==> config.mk <==
export PLATFORM = sky130hd
export DESIGN_NAME = round_robin_sleep_scheduler
export DESIGN_NICKNAME = d
export VERILOG_FILES = /design/src/hw/rtl/rrss_pkg.sv /design/src/hw/rtl/rrss_cell.sv /design/src/hw/rtl/rrss_conv.sv /design/src/hw/rtl/round_robin_sleep_scheduler.sv
export VERILOG_INCLUDE_DIRS = /design/src /design/src/hw/rtl
export SDC_FILE = /design/constraint.sdc
export NUM_CORES = 2
export LEC_CHECK = 0
export BUFFER_PORTS_ARGS = -buffer_cell sky130_fd_sc_hd__clkbuf_2
export CORE_MARGIN = 10
export CORE_UTILIZATION = 30
export CTS_BUF_LIST = sky130_fd_sc_hd__clkbuf_16
export DETAILED_ROUTE_END_ITERATION = 6
export SYNTH_ARGS = -nofsm -noshare
export SYNTH_HDL_FRONTEND = slang
export SYNTH_SLANG_ARGS = --single-unit
==> constraint.sdc <==
create_clock -name clock -period 22.9 [get_ports clock]
set_input_delay 6.87 -clock clock [delete_from_list [all_inputs] [get_ports clock]]
set_output_delay 6.87 -clock clock [all_outputs]
set_load 0.05 [all_outputs]
==> src/hw/rtl/round_robin_sleep_scheduler_defines.svh <==
// Assertion macros for the round robin sleep scheduler.
// Used by the one RTL file with concurrent checks; no other dependencies.
`ifndef ROUND_ROBIN_SLEEP_SCHEDULER_DEFINES_SVH
`define ROUND_ROBIN_SLEEP_SCHEDULER_DEFINES_SVH
`ifndef SYNTHESIS
`define RRSS_ASSERT(name, clk, rst, prop) \
   name: assert property (@(posedge clk) disable iff (rst) prop) \
      else $error("rrss assertion failed");
`define RRSS_ASSERT_IMP(name, clk, rst, ante, cons) \
   name: assert property (@(posedge clk) disable iff (rst) (ante) |-> (cons)) \
      else $error("rrss assertion failed");
`else
`define RRSS_ASSERT(name, clk, rst, prop)
`define RRSS_ASSERT_IMP(name, clk, rst, ante, cons)
`endif
`endif

==> src/hw/rtl/rrss_pkg.sv <==
// Shared types and constants for the round robin sleep scheduler.
// No dependencies.
`timescale 1ns / 1ps
package rrss_pkg;
   localparam int MAX_THREADS = 16;
   localparam int SLOT_W      = $clog2(MAX_THREADS);

   localparam logic [2:0] OP_CREATE   = 3'd0;
   localparam logic [2:0] OP_SCHEDULE = 3'd1;
   localparam logic [2:0] OP_SLEEP    = 3'd2;
   localparam logic [2:0] OP_SET_ST   = 3'd3;

   localparam logic [1:0] ST_STOPPED = 2'd0;
   localparam logic [1:0] ST_RUNNING = 2'd1;
   localparam logic [1:0] ST_ENDED   = 2'd2;

   localparam logic [1:0] KIND_NONE = 2'd0;
   localparam logic [1:0] KIND_SLOT = 2'd1;
   localparam logic [1:0] KIND_IDLE = 2'd2;

   localparam logic CSR_MS_INTERVAL = 1'b0;
   localparam logic CSR_TIMER_COUNT = 1'b1;

   typedef struct packed {
      logic        valid;
      logic [1:0]  status;
      logic [31:0] wakeup;
   } slot_entry_type;
endpackage

==> src/hw/rtl/rrss_cell.sv <==
// One slot cell of the scheduler ring: holds a slot entry, rotates to its neighbor.
// Depends on rrss_pkg.
`timescale 1ns / 1ps
module rrss_cell (
   input  logic                    clock,
   input  logic                    reset,
   input  logic                    shift,
   input  logic                    wr,
   input  rrss_pkg::slot_entry_type wr_entry,
   input  rrss_pkg::slot_entry_type nbr_entry,
   output rrss_pkg::slot_entry_type entry
);
   rrss_pkg::slot_entry_type entry_ff;

   always_ff @(posedge clock) begin
      if (reset) begin
         entry_ff <= '0;
      end else if (shift) begin
         entry_ff <= nbr_entry;
      end else if (wr) begin
         entry_ff <= wr_entry;
      end
   end

   assign entry = entry_ff;
endmodule

==> src/hw/rtl/rrss_conv.sv <==
// Sleep conversion: now + sleep_ms * ms_interval / timer_count, saturated; now if timer_count is 0.
// A multiply, then a restoring divider retiring one quotient bit a cycle.
`timescale 1ns / 1ps
module rrss_conv (
   input  logic        clock,
   input  logic        reset,
   input  logic        start,
   input  logic [31:0] now,
   input  logic [31:0] sleep_ms,
   input  logic [31:0] ms_interval,
   input  logic [31:0] timer_count,
   output logic        done,
   output logic [31:0] wakeup
);
   localparam logic [1:0] CV_IDLE = 2'd0;
   localparam logic [1:0] CV_MUL  = 2'd1;
   localparam logic [1:0] CV_DIV  = 2'd2;
   localparam logic [1:0] CV_FIN  = 2'd3;

   logic [1:0]  state_ff, state_in;
   logic [31:0] a_ff, b_ff, div_ff, now_ff;
   logic [63:0] quo_ff, quo_in;
   logic [31:0] rem_ff, rem_in;
   logic [5:0]  cnt_ff, cnt_in;
   logic        done_ff, done_in;
   logic [31:0] wake_ff, wake_in;
   logic [32:0] sh, diff, sum;
   logic        ge;

   always_comb begin
      sh   = {rem_ff, quo_ff[63]};
      diff = sh - {1'b0, div_ff};
      ge   = sh >= {1'b0, div_ff};
      sum  = {1'b0, now_ff} + {1'b0, quo_ff[31:0]};
      state_in = state_ff;
      quo_in   = quo_ff;
      rem_in   = rem_ff;
      cnt_in   = cnt_ff;
      done_in  = 1'b0;
      wake_in  = wake_ff;
      unique case (state_ff)
         CV_IDLE: begin
            if (start) state_in = CV_MUL;
         end
         CV_MUL: begin
            rem_in = '0;
            cnt_in = '0;
            if (div_ff == '0) begin
               quo_in   = '0;
               state_in = CV_FIN;
            end else begin
               quo_in   = a_ff * b_ff;
               state_in = CV_DIV;
            end
         end
         CV_DIV: begin
            rem_in = ge ? diff[31:0] : sh[31:0];
            quo_in = {quo_ff[62:0], ge};
            cnt_in = cnt_ff + 1'b1;
            if (cnt_ff == 6'd63) state_in = CV_FIN;
         end
         CV_FIN: begin
            done_in  = 1'b1;
            wake_in  = (quo_ff[63:32] != '0 || sum[32]) ? 32'hFFFF_FFFF : sum[31:0];
            state_in = CV_IDLE;
         end
         default: state_in = CV_IDLE;
      endcase
   end

   always_ff @(posedge clock) begin
      if (reset) begin
         state_ff <= CV_IDLE;
         done_ff  <= 1'b0;
      end else begin
         state_ff <= state_in;
         done_ff  <= done_in;
      end
      quo_ff  <= quo_in;
      rem_ff  <= rem_in;
      cnt_ff  <= cnt_in;
      wake_ff <= wake_in;
      if (start && state_ff == CV_IDLE) begin
         a_ff   <= sleep_ms;
         b_ff   <= ms_interval;
         div_ff <= timer_count;
         now_ff <= now;
      end
   end

   assign done   = done_ff;
   assign wakeup = wake_ff;
endmodule

==> src/hw/rtl/round_robin_sleep_scheduler.sv <==
// Round robin sleep scheduler. The slot table is a ring of cells that rotates one
// place a cycle while it shifts; every operation acts on the cell at the ring head.
// An item first rotates the ring to its slot, then create and schedule scan the ring
// one slot a cycle. Sleep adds the conversion unit: a multiply and a restoring divider.
// One item is in work at a time; a finished result waits in the output register.
`timescale 1ns / 1ps
`include "round_robin_sleep_scheduler_defines.svh"
module round_robin_sleep_scheduler (
   input  logic                        clock,
   input  logic                        reset,
   input  logic                        req_valid,
   output logic                        req_ready,
   input  logic [2:0]                  req_op,
   input  logic [31:0]                 req_now,
   input  logic [31:0]                 req_sleep_ms,
   input  logic [1:0]                  req_new_status,
   output logic                        rsp_valid,
   input  logic                        rsp_ready,
   output logic [rrss_pkg::SLOT_W-1:0] rsp_slot,
   output logic                        rsp_slot_ok,
   output logic                        rsp_idle,
   output logic                        rsp_full_res,
   output logic [1:0]                  rsp_active_status,
   input  logic                        csr_valid,
   output logic                        csr_ready,
   input  logic                        csr_index,
   input  logic [31:0]                 csr_data
);
   localparam int N = rrss_pkg::MAX_THREADS;
   localparam int W = rrss_pkg::SLOT_W;
   localparam logic [W-1:0] LAST = W'(N - 1);

   localparam logic [2:0] S_IDLE  = 3'd0;
   localparam logic [2:0] S_ALIGN = 3'd1;
   localparam logic [2:0] S_OP    = 3'd2;
   localparam logic [2:0] S_CONV  = 3'd3;
   localparam logic [2:0] S_DONE  = 3'd4;

   logic [2:0]  state_ff, state_in;
   logic [2:0]  op_ff;
   logic [31:0] now_ff, ms_ff;
   logic [1:0]  ns_ff;
   logic [W-1:0] target_ff, target_in, head_ff, head_in, cnt_ff, cnt_in;
   logic [W-1:0] act_ff, act_in;
   logic        pend_ff, pend_in;
   logic [1:0]  kind_ff, kind_in, shadow_ff, shadow_in;
   logic [W-1:0] res_slot_ff, res_slot_in;
   logic        res_ok_ff, res_ok_in, res_idle_ff, res_idle_in, res_full_ff, res_full_in;
   logic        rsp_valid_ff, rsp_valid_in;
   logic [W-1:0] rsp_slot_ff;
   logic        rsp_ok_ff, rsp_idle_ff, rsp_full_ff;
   logic [1:0]  rsp_st_ff;
   logic [31:0] msi_ff, tic_ff;
   logic        accept, have_act, shift, cell0_wr, conv_start, conv_done;
   logic [31:0] conv_wake;
   logic [W-1:0] head_nx;
   rrss_pkg::slot_entry_type wr_entry, ring_tail, c0;
   rrss_pkg::slot_entry_type cell_q [N];

   genvar g;
   generate
      for (g = 0; g < N; g++) begin : g_cell
         if (g == 0) begin : g_head
            rrss_cell u_cell (.clock(clock), .reset(reset), .shift(shift), .wr(cell0_wr),
                              .wr_entry(wr_entry), .nbr_entry(cell_q[1]), .entry(cell_q[0]));
         end else if (g == N - 1) begin : g_tail
            rrss_cell u_cell (.clock(clock), .reset(reset), .shift(shift), .wr(1'b0),
                              .wr_entry(wr_entry), .nbr_entry(ring_tail),
                              .entry(cell_q[g]));
         end else begin : g_mid
            rrss_cell u_cell (.clock(clock), .reset(reset), .shift(shift), .wr(1'b0),
                              .wr_entry(wr_entry), .nbr_entry(cell_q[g+1]),
                              .entry(cell_q[g]));
         end
      end
   endgenerate

   rrss_conv u_conv (
      .clock(clock), .reset(reset), .start(conv_start), .now(now_ff),
      .sleep_ms(ms_ff), .ms_interval(msi_ff), .timer_count(tic_ff),
      .done(conv_done), .wakeup(conv_wake)
   );

   assign c0        = cell_q[0];
   assign accept    = req_valid && req_ready;
   assign req_ready = (state_ff == S_IDLE);
   assign csr_ready = 1'b1;
   assign have_act  = (kind_ff == rrss_pkg::KIND_SLOT);
   assign head_nx   = (head_ff == LAST) ? '0 : head_ff + 1'b1;
   // a retire write and a rotation can share a cycle: the tail takes the written entry
   assign ring_tail = cell0_wr ? wr_entry : c0;

   always_comb begin
      state_in    = state_ff;
      target_in   = target_ff;
      head_in     = head_ff;
      cnt_in      = cnt_ff;
      act_in      = act_ff;
      pend_in     = pend_ff;
      kind_in     = kind_ff;
      shadow_in   = shadow_ff;
      res_slot_in = res_slot_ff;
      res_ok_in   = res_ok_ff;
      res_idle_in = res_idle_ff;
      res_full_in = res_full_ff;
      rsp_valid_in = rsp_valid_ff && !rsp_ready;
      shift       = 1'b0;
      cell0_wr    = 1'b0;
      wr_entry    = c0;
      conv_start  = 1'b0;
      unique case (state_ff)
         S_IDLE: begin
            if (accept) begin
               res_slot_in = have_act ? act_ff : '0;
               res_ok_in   = have_act;
               res_idle_in = 1'b0;
               res_full_in = 1'b0;
               cnt_in      = '0;
               pend_in     = 1'b0;
               target_in   = act_ff;
               priority if (req_op == rrss_pkg::OP_CREATE) begin
                  target_in = '0;
                  state_in  = S_ALIGN;
               end else if (req_op == rrss_pkg::OP_SCHEDULE) begin
                  target_in = have_act ? act_ff : '0;
                  pend_in   = have_act;
                  state_in  = S_ALIGN;
               end else if (req_op == rrss_pkg::OP_SLEEP && have_act) begin
                  state_in = S_ALIGN;
               end else if (req_op == rrss_pkg::OP_SET_ST && have_act &&
                            req_new_status != 2'd3) begin
                  state_in = S_ALIGN;
               end else begin
                  state_in = S_DONE;
               end
            end
         end
         S_ALIGN: begin
            if (head_ff == target_ff) begin
               state_in = S_OP;
            end else begin
               shift   = 1'b1;
               head_in = head_nx;
            end
         end
         S_OP: begin
            priority if (op_ff == rrss_pkg::OP_CREATE) begin
               if (!c0.valid) begin
                  cell0_wr    = 1'b1;
                  wr_entry    = '{valid: 1'b1, status: rrss_pkg::ST_STOPPED, wakeup: '0};
                  res_slot_in = head_ff;
                  res_ok_in   = 1'b1;
                  state_in    = S_DONE;
               end else if (cnt_ff == LAST) begin
                  res_slot_in = '0;
                  res_ok_in   = 1'b0;
                  res_full_in = 1'b1;
                  state_in    = S_DONE;
               end else begin
                  shift   = 1'b1;
                  head_in = head_nx;
                  cnt_in  = cnt_ff + 1'b1;
               end
            end else if (op_ff == rrss_pkg::OP_SCHEDULE) begin
               if (pend_ff) begin
                  // retire the outgoing thread, then the scan starts at the next slot
                  cell0_wr = 1'b1;
                  if (c0.status == rrss_pkg::ST_ENDED) begin
                     wr_entry = '{valid: 1'b0, status: rrss_pkg::ST_STOPPED, wakeup: '0};
                  end else if (c0.status == rrss_pkg::ST_RUNNING) begin
                     wr_entry.status = rrss_pkg::ST_STOPPED;
                  end
                  shift   = 1'b1;
                  head_in = head_nx;
                  pend_in = 1'b0;
               end else if (c0.valid && c0.wakeup <= now_ff) begin
                  cell0_wr        = 1'b1;
                  wr_entry.status = rrss_pkg::ST_RUNNING;
                  act_in          = head_ff;
                  kind_in         = rrss_pkg::KIND_SLOT;
                  shadow_in       = rrss_pkg::ST_RUNNING;
                  res_slot_in     = head_ff;
                  res_ok_in       = 1'b1;
                  state_in        = S_DONE;
               end else if (cnt_ff == LAST) begin
                  kind_in     = rrss_pkg::KIND_IDLE;
                  res_slot_in = '0;
                  res_ok_in   = 1'b0;
                  res_idle_in = 1'b1;
                  state_in    = S_DONE;
               end else begin
                  shift   = 1'b1;
                  head_in = head_nx;
                  cnt_in  = cnt_ff + 1'b1;
               end
            end else if (op_ff == rrss_pkg::OP_SLEEP) begin
               conv_start = 1'b1;
               state_in   = S_CONV;
            end else begin
               cell0_wr        = 1'b1;
               wr_entry.status = ns_ff;
               shadow_in       = ns_ff;
               state_in        = S_DONE;
            end
         end
         S_CONV: begin
            if (conv_done) begin
               cell0_wr        = 1'b1;
               wr_entry.wakeup = conv_wake;
               state_in        = S_DONE;
            end
         end
         S_DONE: begin
            if (!rsp_valid_ff || rsp_ready) begin
               rsp_valid_in = 1'b1;
               state_in     = S_IDLE;
            end
         end
         default: state_in = S_IDLE;
      endcase
   end

   always_ff @(posedge clock) begin
      if (reset) begin
         state_ff     <= S_IDLE;
         head_ff      <= '0;
         act_ff       <= '0;
         kind_ff      <= rrss_pkg::KIND_NONE;
         shadow_ff    <= rrss_pkg::ST_STOPPED;
         rsp_valid_ff <= 1'b0;
         pend_ff      <= 1'b0;
         cnt_ff       <= '0;
         msi_ff       <= 32'd1;
         tic_ff       <= 32'd1;
      end else begin
         state_ff     <= state_in;
         head_ff      <= head_in;
         act_ff       <= act_in;
         kind_ff      <= kind_in;
         shadow_ff    <= shadow_in;
         rsp_valid_ff <= rsp_valid_in;
         pend_ff      <= pend_in;
         cnt_ff       <= cnt_in;
         if (csr_valid && csr_ready) begin
            if (csr_index == rrss_pkg::CSR_MS_INTERVAL) msi_ff <= csr_data;
            if (csr_index == rrss_pkg::CSR_TIMER_COUNT) tic_ff <= csr_data;
         end
      end
      target_ff   <= target_in;
      res_slot_ff <= res_slot_in;
      res_ok_ff   <= res_ok_in;
      res_idle_ff <= res_idle_in;
      res_full_ff <= res_full_in;
      if (accept) begin
         op_ff  <= req_op;
         now_ff <= req_now;
         ms_ff  <= req_sleep_ms;
         ns_ff  <= req_new_status;
      end
      if (state_ff == S_DONE && (!rsp_valid_ff || rsp_ready)) begin
         rsp_slot_ff <= res_slot_ff;
         rsp_ok_ff   <= res_ok_ff;
         rsp_idle_ff <= res_idle_ff;
         rsp_full_ff <= res_full_ff;
         rsp_st_ff   <= have_act ? shadow_ff : rrss_pkg::ST_STOPPED;
      end
   end

   assign rsp_valid         = rsp_valid_ff;
   assign rsp_slot          = rsp_slot_ff;
   assign rsp_slot_ok       = rsp_ok_ff;
   assign rsp_idle          = rsp_idle_ff;
   assign rsp_full_res      = rsp_full_ff;
   assign rsp_active_status = rsp_st_ff;

   `RRSS_ASSERT_IMP(a_accept_leaves_idle, clock, reset, accept, ##1 state_ff != S_IDLE)
   `RRSS_ASSERT_IMP(a_rsp_from_done, clock, reset, $rose(rsp_valid_ff), $past(state_ff == S_DONE))
   `RRSS_ASSERT_IMP(a_conv_in_wait, clock, reset, conv_done, state_ff == S_CONV)
   `RRSS_ASSERT_IMP(a_ok_idle_excl, clock, reset, rsp_valid_ff, !(rsp_ok_ff && rsp_idle_ff))
endmodule
Word level (Yosys, flattened, before mapping). Cells that the tools add are included.

Flip-flop bits (word level): 999. Latch bits: 0. Memory bits (writable): 0. ROM bits: 0. Input bits: 107. Output and inout port bits: 12. Logic and storage cells: 296. Memories kept: 0.

Add/subtract/negate cells: 5. Multipliers: 1. Div/mod/pow operators: 0. $lt $le $gt $ge: 2. Eq/ne operators: 43. Shifts and indexed selects: 0. Multiplexer cells: 124. Bitwise operators: 3. Reduce and logical (&&, ||, !) cells: 36.

Operators by type and width (count): 2-to-1 mux 32 bit (5); case mux 32 bit (2 select lines) (2); case mux 64 bit (2 select lines) (1); 2-to-1 mux 35 bit (3); 2-to-1 mux 4 bit (24); multiplier 32 x 32 -> 64 bit (1); 2-to-1 mux 64 bit (1); 2-to-1 mux 3 bit (16); 2-to-1 mux 1 bit (45); 2-to-1 mux 34 bit (1); adder 32 x 32 -> 33 bit (1); greater-or-equal comparator 33 x 32 -> 1 bit (1); <= comparator 32 bit (1); zero test 32 bit (1); nonzero test 32 bit (1); subtractor 32 bit (1); AND reduction 5 bit (6); 2-to-1 mux 2 bit (14); != test 2 bit, second input constant (12); case mux 4 bit (2 select lines) (3); equality test 3 x 2 -> 1 bit, second input constant (5); case mux 3 bit (5 select lines) (1); != test 2 x 1 -> 1 bit, second input constant (6); case mux 1 bit (2 select lines) (6); other kinds (25) (56).

Longest topological paths before layout.
Word-level depth: 9. Depth in mapped cells: 27. Gate-level depth less buffers: 25.

Cells and area by module. From an unflattened synthesis, not the netlist that was laid out.

Cells, all modules: 7930. Area total of the unflattened synthesis: 80613.6 µm².

Modules (own cells, without submodules): rrss_conv (times used 1, cells an instance 4635, area an instance 45904.0 µm², sequential area each 7927.6 µm²); rrss_cell (times used 16, cells an instance 156, area an instance 1670.4 µm², sequential area each 700.7 µm²); round_robin_sleep_scheduler (times used 1, cells an instance 799, area an instance 7983.9 µm², sequential area each 4374.2 µm²).

Least setup slack after synthesis. Ideal clock, no wire load.

Path kind: input to register. From: input req_valid. To: register cnt_ff[0]. Data arrival time: 9.540 ns. Required time: 22.828 ns. Slack: 13.289 ns. Cell stages on the path: 5. Cell sequence: nand2_1 > inv_1 > o22a_1 > a21boi_0 > mux2i_1.

Word-level cells in the longest chain between the ends: 3.

RTL lines: from (decl) (line round_robin_sleep_scheduler.sv:11) `input logic req_valid,`; logical AND 1 bit (line round_robin_sleep_scheduler.sv:85) `assign accept = req_valid && req_ready;`; net accept (line round_robin_sleep_scheduler.sv:54) `logic accept, have_act, shift, cell0_wr, conv_start, conv_done;`; != test 2 x 1 -> 1 bit (no source line); AND reduction 6 bit (no source line); to (signal assigned) (line round_robin_sleep_scheduler.sv:243) `cnt_ff <= cnt_in;`; to (decl) (line round_robin_sleep_scheduler.sv:43) `logic [W-1:0] target_ff, target_in, head_ff, head_in, cnt_ff, cnt_in;`.

The timed path passes the listed nets, and every way through them passes these cells. A chain may end at the register's enable or synchronous reset.

Final worst setup path.
From: input reset. To: register g_cell[7].g_mid.u_cell.entry_ff, in the netlist g_cell[7].g_mid.u_cell.entry[11].

RTL lines: from (decl) (line round_robin_sleep_scheduler.sv:10) `input logic reset,`; to (signal assigned) (line rrss_cell.sv:19) `entry_ff <= nbr_entry;`; to (signal assigned) (line rrss_cell.sv:21) `entry_ff <= wr_entry;`; to (decl) (line rrss_cell.sv:13) `rrss_pkg::slot_entry_type entry_ff;`.

No word-level cell between the ends.

==> results_dict.tcl <==
set metrics [dict create \
    max-slew-margin-rel_pct 18.9 \
    min_path_type "register to register" \
    pin_count 119 \
    synth_seq_area_share_pct 31.6 \
    grt_pass1_vias 57500 \
    synthArstFlopShare_pct 0 \
    cts_sinks 999 \
    vdd_drop_max_mv 0.0623 \
    synth_fa_ha_area_share_pct 30.4 \
    die-area_um2 268000 \
    ys.flop_type "dfxtp_1" \
    wl_per_cell_um 17.9 \
    tns_ps 0 \
    fin_cells 11100 \
    layout_common_cells "inv_1, fa_1, nand2_1, a21oi_1, dfxtp_1" \
    antenna_found_initial 31 \
    p_switching_mw 1.49 \
    outcome "finished, final reports clean" \
    cp.arrival_ps 10180 \
    multi_input_area_um2 45000 \
    cts_buffers 104 \
    drive_gt1_share_pct 5.10 \
    synth.mux.area_fraction_pct 0.554 \
    place_congestion 0.893 \
    syn2layout_area_growth_pct 8.96 \
    synthSimpleGateAreaFrac_pct 15.4 \
    cts-root-buf "clkbuf_16" \
    ctsHoldBuffers 0 \
    cts_tree "yes" \
    period_needed_ps 9600 \
    swShare_pct 31.9 \
    grt_usage_pct 14.5 \
    fmax_ghz 0.104 \
    clkPwrFrac_pct 35.2 \
    final_area_um2 81000 \
    hold_viol_final 0 \
    drt_wl_total_um 199000 \
    combPwrFrac_pct 22.5 \
    seqPwrFrac_pct 42.3 \
    place_area_um2 77700 \
    drc 0 \
    synth_edf_count 351 \
    maxCapViolCount 0 \
    drt-vias-per-instance 5.00 \
    syn-cell-area_um2 74300 \
    path_class "input port to register" \
    tightestPinTransition_ps 1210 \
    layout_commonest_cell "inv_1" \
    clkLatencyLatePin_ps 810 \
    yosysTopAreaCell "fa_1" \
    yosysTopAreaCellShare_pct 24.2 \
    synth.area.top_cells "fa_1, dfxtp_1, edfxtp_1" \
    regArea_um2 23500 \
    clockBufferDepth 3 \
    num-fill-cells 25100 \
    fin_crit_sh_pct 41.9 \
    critPathLaunch "reset" \
    hpwl_um 137000 \
    yosys.area_share.xor_xnor_pct 1.19 \
    r2r-start "u_conv.b_ff[17]" \
    p_leak_nw 32.8 \
    fin_nets 9067 \
    num_vias 55500 \
    fp.dieW_um 518 \
    fin_skew_ps 120 \
    finalSetupViolCount 0 \
    io_buffers 117 \
    yosysWarnings 0 \
    crit_path_end_kind "register" \
    cts_resized 0 \
    syn_area_per_cell_um2 9.35 \
    syn_inst 7950 \
    fp.dieH_um 518 \
    ant_nets 0 \
    critPathRequiredTime_ps 23480 \
    htree_levels 3 \
    clk_pin_slew_ps 60 \
    synth_compound_area_share_pct 12.9 \
    startpoint_type "input port" \
    final_core_util_pct 32.9 \
    grt_max_degree 270 \
    dp_cells 10900 \
    num_rows 182 \
    post_cts_buffers 0 \
    overflow 0 \
    hold_start "g_cell[5].g_mid.u_cell.entry[7]" \
    synth-seq-cells 999 \
    slew_violations 0 \
    drtPass1Iterations 5 \
    grt_pass1_wl_um 322000 \
    intPower_mw 3.18 \
    coreArea_um2 246000 \
    rsz0062_at_grt "false" \
    powerDensity_nw_per_um2 57.8 \
    ys_types 77 \
    initial_core_util_pct 30.2 \
    syn_nets 9322 \
    path_max_fanout 113 \
    synth_top_family_by_area "adder cells" \
    drt_iter0_markers 4517 \
]
[cell usage after synthesis, drive strengths merged (6+ instances only)]
master    n
mux2i    40
o21a     27
o21bai   27
dfxtp   648
nand2b   22
and2    609
xor2     38
o31ai    14
nand4    35
and3     24
edfxtp  351
o21ai   602
a31oi    18
a21oi   735
fa      898
a21boi    8
nor4     23
a21o     57
nand3   537
inv     955
nand2   781
ha      367
nor2b    16
clkbuf  518
or3      16
a211oi   57
a22o     40
o22ai     7
nor2    133
o211ai   15
or2       6
o31a      6
buf      60
a311oi   33
nor3     83
xnor2    63
[layout make-up]
class / count / share of cell area [%]
multi-input cells: 5417 / 55.6
flip-flops and latches: 999 / 29.0
well taps: 3312 / 5.12
inverters: 956 / 4.44
clock buffers: 106 / 3.28
repair buffers: 217 / 1.76
clock inverters: 91 / 0.770
diodes: 8 / 0.0247
[worst max-delay path, stage by stage]
cell	delay, ps
buf_8	460
buf_4	710
buf_4	830
buf_4	920
a21oi_1	100
[state kept, by name, indices dropped and copies added, names as in the netlist, 6 cells and up]
signal and cells:
g_cell.g_mid.u_cell.entry 490, u_conv.quo_ff 64, g_cell.g_head.u_cell.entry 35, g_cell.g_tail.u_cell.entry 35
ms_ff 32, msi_ff 32, now_ff 32, tic_ff 32
u_conv.a_ff 32, u_conv.b_ff 32, u_conv.div_ff 32, u_conv.now_ff 32
u_conv.rem_ff 32, u_conv.wakeup 32, u_conv.cnt_ff 6
[power groups by stage]
stage               Combinational, mW  Sequential [mW]  Clock, mW
detailed placement               1.03             2.02          0
CTS                              1.05             1.98       1.69
finish                           1.05             1.98       1.64
global placement                 1.03             2.02          0
global route                     1.16             1.99       1.76
floorplan                       0.744             2.01          0
[cells by family after synthesis]
logic type / Yosys count
buffers and inverters: 1534
adder cells (fa/ha/maj): 1265
flip-flops: 999
XOR/XNOR: 101
other: 1
AO/OA/AOI/OAI: 1702
multiplexers: 41
AND/OR/NAND/NOR: 2307
[routing by layer]
layer | global-route usage, % | vias to the layer above | wire (um) | part of all wire, %
met1 | 19.4 | 27800 | 87000 | 44
met4 | 4.56 | 2 | 5960 | 3.0
met2 | 23.9 | 1619 | 94600 | 48
li1 | - | 25700 | - | -
met3 | 2.36 | 388 | 11400 | 5.7
met5 | 0 | - | 13 | 0.0065
[through the flow]
step,worst slack (ps),hold slack [ps],power (mW)
2_1_floorplan,13290,400,2.75
3_3_place_gp,12660,403,3.05
3_5_place_dp,12610,405,3.05
4_1_cts,13450,340,4.72
5_1_grt,13140,383,4.91
6_report,13300,357,4.68
[path summary, 6_finish.rpt]
path / endpoint / slack [ps] / cells after the start
worst max-delay path: g_cell[7].g_mid.u_cell.entry[11] / 13300 / 5
worst min-delay path: g_cell[4].g_mid.u_cell.entry[7] / 360 / 2
worst max register to register: u_conv.quo_ff[58] / 14390 / 24
worst min register to register: g_cell[4].g_mid.u_cell.entry[7] / 360 / 2
No activity file was read; power rests on OpenSTA's default activity.
